==> config.mk <==
export PLATFORM = sky130hd
export DESIGN_NAME = timer_expiry_priority_queue
export DESIGN_NICKNAME = d
export VERILOG_FILES = /design/src/tepq_pkg.sv /design/src/timer_expiry_priority_queue.sv /design/src/tepq_ram.sv /design/src/tepq_datapath.sv /design/src/tepq_ctrl.sv
export SDC_FILE = /design/constraint.sdc
export NUM_CORES = 2
export LEC_CHECK = 0
export BUFFER_PORTS_ARGS = -buffer_cell sky130_fd_sc_hd__buf_2
export CAP_MARGIN = 20
export CORE_MARGIN = 2
export CORE_UTILIZATION = 55
export DETAILED_ROUTE_END_ITERATION = 8
export PLACE_DENSITY = 0.76
export SETUP_SLACK_MARGIN = 0.15
export SLEW_MARGIN = 15
export SYNTH_ARGS = -nofsm -noshare
export SYNTH_HDL_FRONTEND = slang
export SYNTH_HIERARCHICAL = 1
export SYNTH_SLANG_ARGS = --single-unit
==> constraint.sdc <==
create_clock -name clock -period 10.7 [get_ports clock]
set_input_delay 1.07 -clock clock [delete_from_list [all_inputs] [get_ports clock]]
set_output_delay 1.07 -clock clock [all_outputs]
set_load 0.05 [all_outputs]
==> src/tepq_pkg.sv <==
// Shared types and codes for the timer expiry queue.
package tepq_pkg;

   localparam int TIME_W = 48;
   localparam int ID_W   = 32;

   typedef enum logic [1:0] {
      OP_START = 2'd0,
      OP_STOP  = 2'd1,
      OP_POLL  = 2'd2,
      OP_NONE  = 2'd3
   } opcode_type;

   typedef enum logic [1:0] {
      ST_OK        = 2'd0,
      ST_FULL      = 2'd1,
      ST_NOT_FOUND = 2'd2,
      ST_NO_EXPIRY = 2'd3
   } status_type;

   // Controller commands to the datapath.
   typedef struct packed {
      logic load;       // capture the item's fields
      logic scan_clr;   // reset scan pointers and flags
      logic rd;         // read slot at rd_ptr
      logic eval;       // examine read data
      logic wr_start;   // append new timer
      logic shift;      // copy read entry to wr_ptr
      logic finish;     // update count and next id, emit result
   } dp_cmd_type;

   // Datapath status back to the controller.
   typedef struct packed {
      logic full;
      logic empty;
      logic rd_last;    // rd_ptr is the last valid slot
   } dp_sts_type;

endpackage

==> src/timer_expiry_priority_queue.sv <==
// Top level of the timer expiry queue: controller plus datapath.
// Throughput: one item at a time; busy drops in the cycle the result strobe is high.
// Stop scans the store once, poll twice (search, then compaction), through one read port.
// Synchronous active-high reset empties the queue and zeroes the id counter.
// The receiver cannot stall: rsp_valid marks a result for one cycle.
module timer_expiry_priority_queue #(
   parameter int QUEUE_DEPTH = 16
) (
   input  logic        clock,
   input  logic        reset,
   input  logic        start,
   output logic        busy,
   input  logic [1:0]  req_opcode,
   input  logic [47:0] req_now_time,
   input  logic [47:0] req_interval,
   input  logic [31:0] req_target_id,
   output logic        rsp_valid,
   output logic [1:0]  rsp_status,
   output logic [31:0] rsp_tmr_id,
   output logic [4:0]  rsp_pending
);
   import tepq_pkg::*;

   dp_cmd_type cmd;
   dp_sts_type sts;

   tepq_ctrl u_ctrl (
      .clock, .reset, .start, .req_opcode, .busy, .sts, .cmd);

   tepq_datapath #(.QUEUE_DEPTH(QUEUE_DEPTH)) u_dp (
      .clock, .reset, .cmd, .req_opcode, .req_now_time, .req_interval,
      .req_target_id, .sts, .rsp_valid, .rsp_status, .rsp_tmr_id, .rsp_pending);
endmodule

==> src/tepq_ram.sv <==
// Generic single-port-write, one-read RAM with registered read data.
module tepq_ram #(
   parameter int WIDTH = 32,
   parameter int DEPTH = 16
) (
   input  logic                     clock,
   input  logic                     wr_en,
   input  logic [$clog2(DEPTH)-1:0] wr_addr,
   input  logic [WIDTH-1:0]         wr_data,
   input  logic [$clog2(DEPTH)-1:0] rd_addr,
   output logic [WIDTH-1:0]         rd_data
);
   logic [WIDTH-1:0] mem_ff [DEPTH];

   // write and registered read
   always_ff @(posedge clock) begin
      if (wr_en) begin
         mem_ff[wr_addr] <= wr_data;
      end
      rd_data <= mem_ff[rd_addr];
   end
endmodule

==> src/tepq_datapath.sv <==
// Datapath: timer storage, scan pointers, best-entry search and result regs.
module tepq_datapath #(
   parameter int QUEUE_DEPTH = 16
) (
   input  logic                  clock,
   input  logic                  reset,
   input  tepq_pkg::dp_cmd_type  cmd,
   input  logic [1:0]            req_opcode,
   input  logic [47:0]           req_now_time,
   input  logic [47:0]           req_interval,
   input  logic [31:0]           req_target_id,
   output tepq_pkg::dp_sts_type  sts,
   output logic                  rsp_valid,
   output logic [1:0]            rsp_status,
   output logic [31:0]           rsp_tmr_id,
   output logic [4:0]            rsp_pending
);
   import tepq_pkg::*;

   localparam int AW = (QUEUE_DEPTH > 1) ? $clog2(QUEUE_DEPTH) : 1;
   localparam int CW = $clog2(QUEUE_DEPTH + 1);

   logic [1:0]        op_ff;
   logic [TIME_W-1:0] now_ff, ivl_ff;
   logic [ID_W-1:0]   tgt_ff;
   logic [CW-1:0]     count_ff, count_in;
   logic [ID_W-1:0]   next_id_ff;
   logic [CW-1:0]     rd_ptr_ff, wr_ptr_ff, best_ff;
   logic [ID_W-1:0]   best_id_ff;
   logic [TIME_W-1:0] best_exp_ff;
   logic              have_ff, found_ff, rd_vld_ff;
   logic [ID_W-1:0]   rid;
   logic [TIME_W-1:0] rexp;
   logic [TIME_W:0]   exp_sum;
   logic [TIME_W-1:0] exp_sat;
   logic              drop, better, remove;
   logic              wr_en;
   logic [AW-1:0]     wr_addr;
   logic [ID_W-1:0]   wr_id;
   logic [TIME_W-1:0] wr_exp;
   logic [1:0]        st;
   logic [ID_W-1:0]   res_id;

   tepq_ram #(.WIDTH(ID_W), .DEPTH(QUEUE_DEPTH)) u_id_ram (
      .clock, .wr_en, .wr_addr, .wr_data(wr_id),
      .rd_addr(rd_ptr_ff[AW-1:0]), .rd_data(rid));
   tepq_ram #(.WIDTH(TIME_W), .DEPTH(QUEUE_DEPTH)) u_exp_ram (
      .clock, .wr_en, .wr_addr, .wr_data(wr_exp),
      .rd_addr(rd_ptr_ff[AW-1:0]), .rd_data(rexp));

   // saturating expiry
   assign exp_sum = {1'b0, now_ff} + {1'b0, ivl_ff};
   assign exp_sat = exp_sum[TIME_W] ? {TIME_W{1'b1}} : exp_sum[TIME_W-1:0];

   // poll drops the best slot only when it has expired; stop drops on id match
   assign remove = have_ff && (best_exp_ff <= now_ff);
   assign drop   = (op_ff == OP_STOP) ? (rid == tgt_ff)
                 : (remove && ((rd_ptr_ff - CW'(1)) == best_ff));
   assign better = !have_ff || (rexp < best_exp_ff) ||
                   ((rexp == best_exp_ff) && (rid < best_id_ff));

   assign sts.full    = (count_ff >= CW'(QUEUE_DEPTH));
   assign sts.empty   = (count_ff == '0);
   assign sts.rd_last = (rd_ptr_ff + CW'(1) >= count_ff);

   // memory write port: append or compaction copy
   always_comb begin
      wr_en   = 1'b0;
      wr_addr = count_ff[AW-1:0];
      wr_id   = next_id_ff;
      wr_exp  = exp_sat;
      if (cmd.wr_start) begin
         wr_en = 1'b1;
      end else if (cmd.shift && rd_vld_ff && !drop) begin
         wr_en   = 1'b1;
         wr_addr = wr_ptr_ff[AW-1:0];
         wr_id   = rid;
         wr_exp  = rexp;
      end
   end

   // result selection
   always_comb begin
      st       = ST_OK;
      res_id   = '0;
      count_in = count_ff;
      unique case (op_ff)
         OP_START: begin
            if (sts.full) begin
               st = ST_FULL;
            end else begin
               res_id   = next_id_ff;
               count_in = count_ff + CW'(1);
            end
         end
         OP_STOP: begin
            if (found_ff) begin
               res_id   = tgt_ff;
               count_in = wr_ptr_ff;
            end else begin
               st = ST_NOT_FOUND;
            end
         end
         OP_POLL: begin
            if (remove) begin
               res_id   = best_id_ff;
               count_in = wr_ptr_ff;
            end else begin
               st = ST_NO_EXPIRY;
            end
         end
         default: ;
      endcase
   end

   // item capture
   always_ff @(posedge clock) begin
      if (cmd.load) begin
         op_ff  <= req_opcode;
         now_ff <= req_now_time;
         ivl_ff <= req_interval;
         tgt_ff <= req_target_id;
      end
   end

   // scan pointers and search state
   always_ff @(posedge clock) begin
      if (reset) begin
         rd_ptr_ff <= '0;
         wr_ptr_ff <= '0;
         have_ff   <= 1'b0;
         found_ff  <= 1'b0;
         rd_vld_ff <= 1'b0;
      end else begin
         rd_vld_ff <= cmd.rd;
         if (cmd.scan_clr) begin
            rd_ptr_ff <= '0;
            wr_ptr_ff <= '0;
            found_ff  <= 1'b0;
            rd_vld_ff <= 1'b0;
         end else if (cmd.rd) begin
            rd_ptr_ff <= rd_ptr_ff + CW'(1);
         end
         if (cmd.load) begin
            have_ff <= 1'b0;
         end
         if (cmd.eval && rd_vld_ff && better) begin
            have_ff     <= 1'b1;
            best_ff     <= rd_ptr_ff - CW'(1);
            best_id_ff  <= rid;
            best_exp_ff <= rexp;
         end
         if (cmd.shift && rd_vld_ff) begin
            if (!drop) begin
               wr_ptr_ff <= wr_ptr_ff + CW'(1);
            end else begin
               found_ff <= 1'b1;
            end
         end
      end
   end

   // counts and result registers
   always_ff @(posedge clock) begin
      if (reset) begin
         count_ff   <= '0;
         next_id_ff <= '0;
         rsp_valid  <= 1'b0;
      end else begin
         rsp_valid <= cmd.finish;
         if (cmd.finish) begin
            count_ff <= count_in;
            if (op_ff == OP_START && !sts.full) begin
               next_id_ff <= next_id_ff + ID_W'(1);
            end
         end
      end
   end

   always_ff @(posedge clock) begin
      if (cmd.finish) begin
         rsp_status  <= st;
         rsp_tmr_id  <= res_id;
         rsp_pending <= 5'(count_in);
      end
   end
endmodule

==> src/tepq_ctrl.sv <==
// Controller: sequences start, stop and poll passes over the timer store.
module tepq_ctrl (
   input  logic                 clock,
   input  logic                 reset,
   input  logic                 start,
   input  logic [1:0]           req_opcode,
   output logic                 busy,
   input  tepq_pkg::dp_sts_type sts,
   output tepq_pkg::dp_cmd_type cmd
);
   import tepq_pkg::*;

   typedef enum logic [5:0] {
      S_IDLE   = 6'b000001,
      S_SEARCH = 6'b000010,
      S_SDRAIN = 6'b000100,
      S_SHIFT  = 6'b001000,
      S_DRAIN  = 6'b010000,
      S_DONE   = 6'b100000
   } state_type;

   state_type state_ff, state_in;
   logic      is_start_ff;

   assign busy = (state_ff != S_IDLE);

   // next state and commands
   always_comb begin
      state_in = state_ff;
      cmd      = '0;
      unique case (state_ff)
         S_IDLE: begin
            if (start) begin
               cmd.load     = 1'b1;
               cmd.scan_clr = 1'b1;
               unique case (req_opcode)
                  OP_STOP:  state_in = S_SHIFT;
                  OP_POLL:  state_in = S_SEARCH;
                  default:  state_in = S_DONE;
               endcase
            end
         end
         S_SEARCH: begin
            cmd.eval = 1'b1;
            if (sts.empty) begin
               state_in = S_DONE;
            end else begin
               cmd.rd = 1'b1;
               if (sts.rd_last) state_in = S_SDRAIN;
            end
         end
         S_SDRAIN: begin
            cmd.eval     = 1'b1;
            cmd.scan_clr = 1'b1;
            state_in     = S_SHIFT;
         end
         S_SHIFT: begin
            cmd.shift = 1'b1;
            if (sts.empty) begin
               state_in = S_DONE;
            end else begin
               cmd.rd = 1'b1;
               if (sts.rd_last) state_in = S_DRAIN;
            end
         end
         S_DRAIN: begin
            cmd.shift = 1'b1;
            state_in  = S_DONE;
         end
         S_DONE: begin
            cmd.finish   = 1'b1;
            cmd.wr_start = is_start_ff && !sts.full;
            state_in     = S_IDLE;
         end
         default: state_in = S_IDLE;
      endcase
   end

   always_ff @(posedge clock) begin
      if (reset) begin
         state_ff    <= S_IDLE;
         is_start_ff <= 1'b0;
      end else begin
         state_ff <= state_in;
         if (state_ff == S_IDLE && start) begin
            is_start_ff <= (req_opcode == OP_START);
         end
      end
   end
endmodule

* Word level (Yosys, flattened, before mapping)
Memory sizes are Yosys's and may differ from the RTL's. A register that Yosys moved wholly into a read port is not among the register bits.
Index checks and enable logic that the tools add are counted.
** Storage, ports and cells
- Memories :: 2
- Flip-flop bits (word level) :: 312
- RAM bits :: 1280
- Output and inout bits :: 41
** Cells by class
- Bitwise operators :: 1
- Add/sub/neg operators :: 6
- Reduce and logical (&&, ||, !) cells :: 26
- Equal/unequal tests :: 17
- $lt $le $gt $ge :: 5
- Mux-type cells :: 48
** Memories
- u_dp.u_exp_ram.mem_ff :: words 16, bits a word 48, rd ports 1, clocked after memory_dff 1, wr ports 1, line tepq_ram.sv:13 : logic [WIDTH-1:0] mem_ff [DEPTH];
- u_dp.u_id_ram.mem_ff :: words 16, bits a word 32, rd ports 1, clocked after memory_dff 1, wr ports 1, line tepq_ram.sv:13
** Operators by type and width (count)
- 32-bit two-way mux :: 5
- 48-bit two-way mux :: 3
- 32-bit case mux with 3 select lines :: 1
- 48-bit by 48-bit adder with 49-bit output :: 1
- 48-bit equality test :: 1
- 48-bit <= comparator :: 1
- 48-bit less-than comparator :: 1
- 32-bit by 1-bit adder with 32-bit output, second input constant :: 1
- 32-bit equality test :: 1
- 32-bit less-than comparator :: 1
- 5-bit two-way mux :: 6
- 6-bit two-way mux :: 5
- 6-bit case mux with 5 select lines :: 1
- 1-bit two-way mux :: 18
- 5-bit by 1-bit adder with 5-bit output, second input constant :: 3
- 5-bit case mux with 3 select lines :: 1
- 6-bit case mux with 2 select lines :: 1
- 1-bit logical AND :: 10
- 4-bit two-way mux :: 2
- 2-bit OR reduction :: 4
- 6-bit by 1-bit equality test with 1-bit output, second input constant :: 1
- 6-bit by 2-bit equality test with 1-bit output, second input constant :: 1
- 6-bit by 3-bit equality test with 1-bit output, second input constant :: 1
- 6-bit by 4-bit equality test with 1-bit output, second input constant :: 1
- 22 further kinds :: 32

* Depth between registers and ports, before layout
- Word-level depth :: 10
- Depth in mapped cells :: 16
- Depth with buffers taken out :: 14

* Hierarchy
Netlist, hierarchy kept.
** Modules (own cells, without submodules)
- tepq_ram at u_dp.u_exp_ram :: seq. area each 24023.0 µm², instances 1, cells each 1242, area an instance 29691.0 µm²
- tepq_ram at u_dp.u_id_ram :: seq. area each 16015.4 µm², instances 1, cells each 838, area an instance 19854.0 µm²
- tepq_datapath :: seq. area each 8648.3 µm², instances 1, cells each 1639, area an instance 18053.6 µm²
- tepq_ctrl :: seq. area each 140.1 µm², instances 1, cells each 66, area an instance 541.8 µm²

* Worst setup path after synthesis
No wires, ideal clock.
- Path kind :: register to register
- Start point :: reg u_ctrl.state_ff[3]
- End point :: mem u_dp/u_exp_ram/mem_ff[0][0] in the netlist's numbering (enable)
- Path slack :: 2.245 ns
- Cell stages (with the launch flop) :: 11
- Buffers on the path :: 3
- Arrival time :: 7.943 ns
- Path through :: dfxtp_1 > buf_2 > nor3_1 > nor4b_2 > and3b_1 > or2_1 > buf_2 > buf_2 > o21ai_0 > or3b_2 > nor3_1
** RTL lines
- start: declaration :: line tepq_ctrl.sv:22 : state_type state_ff, state_in;
- start signal: assignment :: line tepq_ctrl.sv:84 : state_ff <= state_in;
- end: declaration :: line tepq_ram.sv:13

* Worst setup path in the final report
- Start point :: reg u_dp.best_exp_ff[45]
- End point :: mem u_dp/u_exp_ram/mem_ff[10][4] in the netlist's numbering (enable)
** RTL lines
- start: declaration :: line tepq_datapath.sv:30 : logic [TIME_W-1:0] best_exp_ff;
- start signal: assignment :: line tepq_datapath.sv:151 : best_exp_ff <= rexp;
- 48-bit <= comparator :: line tepq_datapath.sv:56 : assign remove = have_ff && (best_exp_ff <= now_ff);
- 1-bit logical AND :: line tepq_datapath.sv:56
- 1-bit logical AND :: line tepq_datapath.sv:58 : : (remove && ((rd_ptr_ff - CW'(1)) == best_ff));
- 1-bit two-way mux :: line tepq_datapath.sv:57 : assign drop = (op_ff == OP_STOP) ? (rid == tgt_ff)
- 1-bit zero test :: line tepq_datapath.sv:74 : end else if (cmd.shift && rd_vld_ff && !drop) begin
- 1-bit logical AND :: line tepq_datapath.sv:74
- 4-bit two-way mux :: line tepq_datapath.sv:74
- 4-bit two-way mux :: line tepq_datapath.sv:72 : if (cmd.wr_start) begin
- net u_dp.wr_addr[3] :: line tepq_datapath.sv:38 : logic [AW-1:0] wr_addr;
The timed path passes the listed nets, and every way through them passes these cells.

==> key figures <==
Placed design
  – Dpl hpwl: 97,500 µm
  – Placer Congestion: 0.889
  – DP Worst Slack: 4110 ps
  – Placed Cells: 5,485
  – PortBufs: 173

Synthesis
  – Syn Nets: 4,108
  – Dominant synthesized flop cell: edfxtp_1
  – Sequential share of the synthesized area: 0.717
  – Cell variety after synth: 92
  – EDFF count, synth: 1,534
  – Cells after Synth: 3,785
  – Flops & latches, synth: 1,672
  – Avg Inst Size Synth: 18.0 µm²
  – Synth async-reset ratio: 0
  – Yosys warns: 6
  – Synthesized area: 68,100 µm²

Setup path
  – CP Launch Type: flop
  – CP Data Required Time: 11,120 ps
  – WP buf/inv: 1
  – CP max stage cell: nor4_1
  – Critical path class: reg -> reg
  – Max stage delay on crit path: 960 ps
  – Critical Path Fanout Max: 26
  – Crit end category: flop
  – Critical path arrival: 7210 ps
  – Worst path cell trace: ha_1 -> nand4_1 -> nor4_1 -> nand4_1 -> o31a_1 -> a31oi_1 -> nand2_1 -> o2111ai_2 -> or2_2 -> nand2_1 -> o21ai_0 -> nand3b_1 -> nor2_4 -> buf_4
  – Cell family with most CP delay: simple AND/OR/NAND/NOR gates

Clock network
  – Post-CTS Setup Inserts: 0
  – Post-CTS resize count: 0
  – CTS tree: done
  – CTS sink cnt: 1,672
  – # H-tree levels: 4
  – Worst-Skew Late Latency: 810 ps
  – Clock-pin slew on the worst setup and hold paths: 60 ps
  – Root Driver: clkbuf_16
  – Num CTS Buffers: 163
  – CTS max path bufs: 3
  – # hold bufs at CTS: 0

Global route
  – Vias in the first global route: 37,000
  – First-pass GRT wire length: 241,000 µm
  – Pin count of the biggest net entering global routing: 157
  – GRT Util Overall: 0.261
  – GRT overflow: 0
  – Initial antenna violation count: 7

Timing
  – Final Hold Viols: 0
  – Clock skew: 37.6 ps
  – Worst-Margin Slew: 1120 ps
  – Count of final setup violators: 0
  – FMAX: 147 MHz
  – Setup WS post-layout: 3910 ps
  – Setup Total Neg Slack: 0 ps
  – Final min period: 6790 ps
  – Slew Limit Headroom: 0.250
  – Unrepaired setup endpoints after global routing: no
  – Final period util: 0.635
  – Slew Viols, Final: 0

Final layout
  – Seq. cell area: 48,800 µm²
  – Area of the multi-input gates: 18,100 µm²
  – Final Non-Filler Cells: 5,791
  – Most frequent cells in the layout: edfxtp_1 (1,534), mux4_2 (320), inv_1 (195), ha_1 (189), buf_2 (174)
  – Synthesis-to-layout area growth: 12.5%
  – Layout cells sized above 1: 0.223
  – NumNets Final: 4,339
  – Commonest non-fill, non-tap cell in the layout: edfxtp_1
  – Fillers: 8,465

Floorplanning
  – I/O pins: 174
  – # rows: 129
  – Die ar.: 127,000 µm²
  – Initial Utilization: 0.553
  – Die X: 356 µm
  – Core Area: 123,000 µm²
  – Chip Height: 356 µm

Routing
  – Total Wirelength: 164,000 µm
  – Vias after detailed routing: 37,100
  – Via density per instance: 6.40
  – WL/cell: 28.4 µm
  – Post-route ant nets: 0
  – Drt drc: 19
  – DR iter-0 viols: 5,299
  – First-pass iteration count of the detailed router: 9

Power
  – Leakage: 25.8 nW
  – Worst VDD drop: 0.000175 V
  – P per Cell Area: 185 nW/µm²

Run status
  – Failing checks: DRC
  – Outcome: finished, violations left

Run
  – Max Cap Viol: 0

Min path
  – Hold crit path type: in -> reg
==> sequential cells by signal (all words and copies together) (netlist names), 2 cells and up <==
signal,cells
u_dp/now_ff,48
u_dp/rd_ptr_ff,5
u_ctrl/state_ff,6
u_dp/rsp_tmr_id,32
u_dp/best_ff,5
u_dp/u_id_ram/mem_ff,512
u_dp/tgt_ff,32
u_dp/rsp_pending,5
u_dp/u_id_ram/rd_data,32
u_dp/op_ff,2
u_dp/best_id_ff,32
u_dp/best_exp_ff,48
u_dp/count_ff,5
u_dp/u_exp_ram/mem_ff,768
u_dp/wr_ptr_ff,5
u_dp/rsp_status,2
u_dp/ivl_ff,48
u_dp/next_id_ff,32
u_dp/u_exp_ram/rd_data,48
==> final cells by class <==
cell class / instances / area share
multi-input cells: 1745 / 0.235
clock inverters: 90 / 0.0132
repair buffers: 239 / 0.0204
clock buffers: 212 / 0.0578
inverters: 195 / 0.00955
well taps: 1637 / 0.0267
flip-flops and latches: 1672 / 0.637
diodes: 1 / 0.0000326
==> logic make-up (layout without fill, tap and decap cells) <==
family / Yosys count / in the layout / share of synthesized area
adders and majority gates: 190 / 190 / 0.0350
AOI/OAI and AO/OA: 560 / 560 / 0.0589
and+or+nand+nor: 511 / 511 / 0.0381
xor gates and xnor gates: 113 / 113 / 0.0145
muxes: 371 / 371 / 0.114
buffers and inverters: 368 / 736 / 0.0229
other: 0 / 1 / 0
DFF: 1672 / 1672 / 0.717
==> worst paths after layout <==
path	from	to	slack [ps]	depth (start not counted)
setup / recovery	u_dp/best_exp_ff[45]$_DFFE_PP_	u_dp/u_exp_ram/mem_ff[10][4]$_DFFE_PP_	3910	14
hold / removal	req_interval[10]	u_dp/ivl_ff[10]$_DFFE_PP_	430	1
hold reg to reg	u_dp/u_exp_ram/rd_data[0]$_DFF_P_	u_dp/best_exp_ff[0]$_DFFE_PP_	440	0
setup reg to reg	u_dp/best_exp_ff[45]$_DFFE_PP_	u_dp/u_exp_ram/mem_ff[10][4]$_DFFE_PP_	3910	14
==> power breakdown <==
part / switching (mW) / internal, mW
Combinational: 0.671 / 0.248
Clock: 2.49 / 3.32
Sequential: 0.0411 / 7.44
==> layer usage <==
metal | track usage | vias to the layer above | wire (µm)
met4 | 0.0777 | 4 | 4740
met1 | 0.370 | 18900 | 64000
met5 | 0 | - | 23
li1 | - | 15700 | -
met3 | 0.0747 | 280 | 19300
met2 | 0.399 | 2175 | 76300
==> per-stage QoR <==
step,hold slack [ps],power (mW),util,area [µm²]
after floorplan,408,8.18,-,68100
after global placement,413,8.48,0.576,71000
after detailed placement,423,8.52,0.577,71200
after CTS,391,14.3,0.621,76600
after global routing,396,14.6,0.622,76700
final,431,14.2,0.622,76700
==> synthesized netlist by cell type (41+ instances only) <==
cell         n  share of area
dfxtp_1    138          0.041
nand2_1    145         0.0080
xnor2_1     72         0.0093
inv_1      195          0.011
o22a_1      47         0.0060
nand4_1     42         0.0039
nand3_1     45         0.0033
edfxtp_1  1534           0.68
a21oi_1    117         0.0086
a21o_1      45         0.0050
xor2_1      41         0.0053
ha_1       189          0.035
clkbuf_1    85         0.0047
nor2_1     120         0.0066
o21ai_0     57         0.0042
a22oi_1    163          0.018
mux4_2     320           0.11
Power figures use the tool's default switching activity.
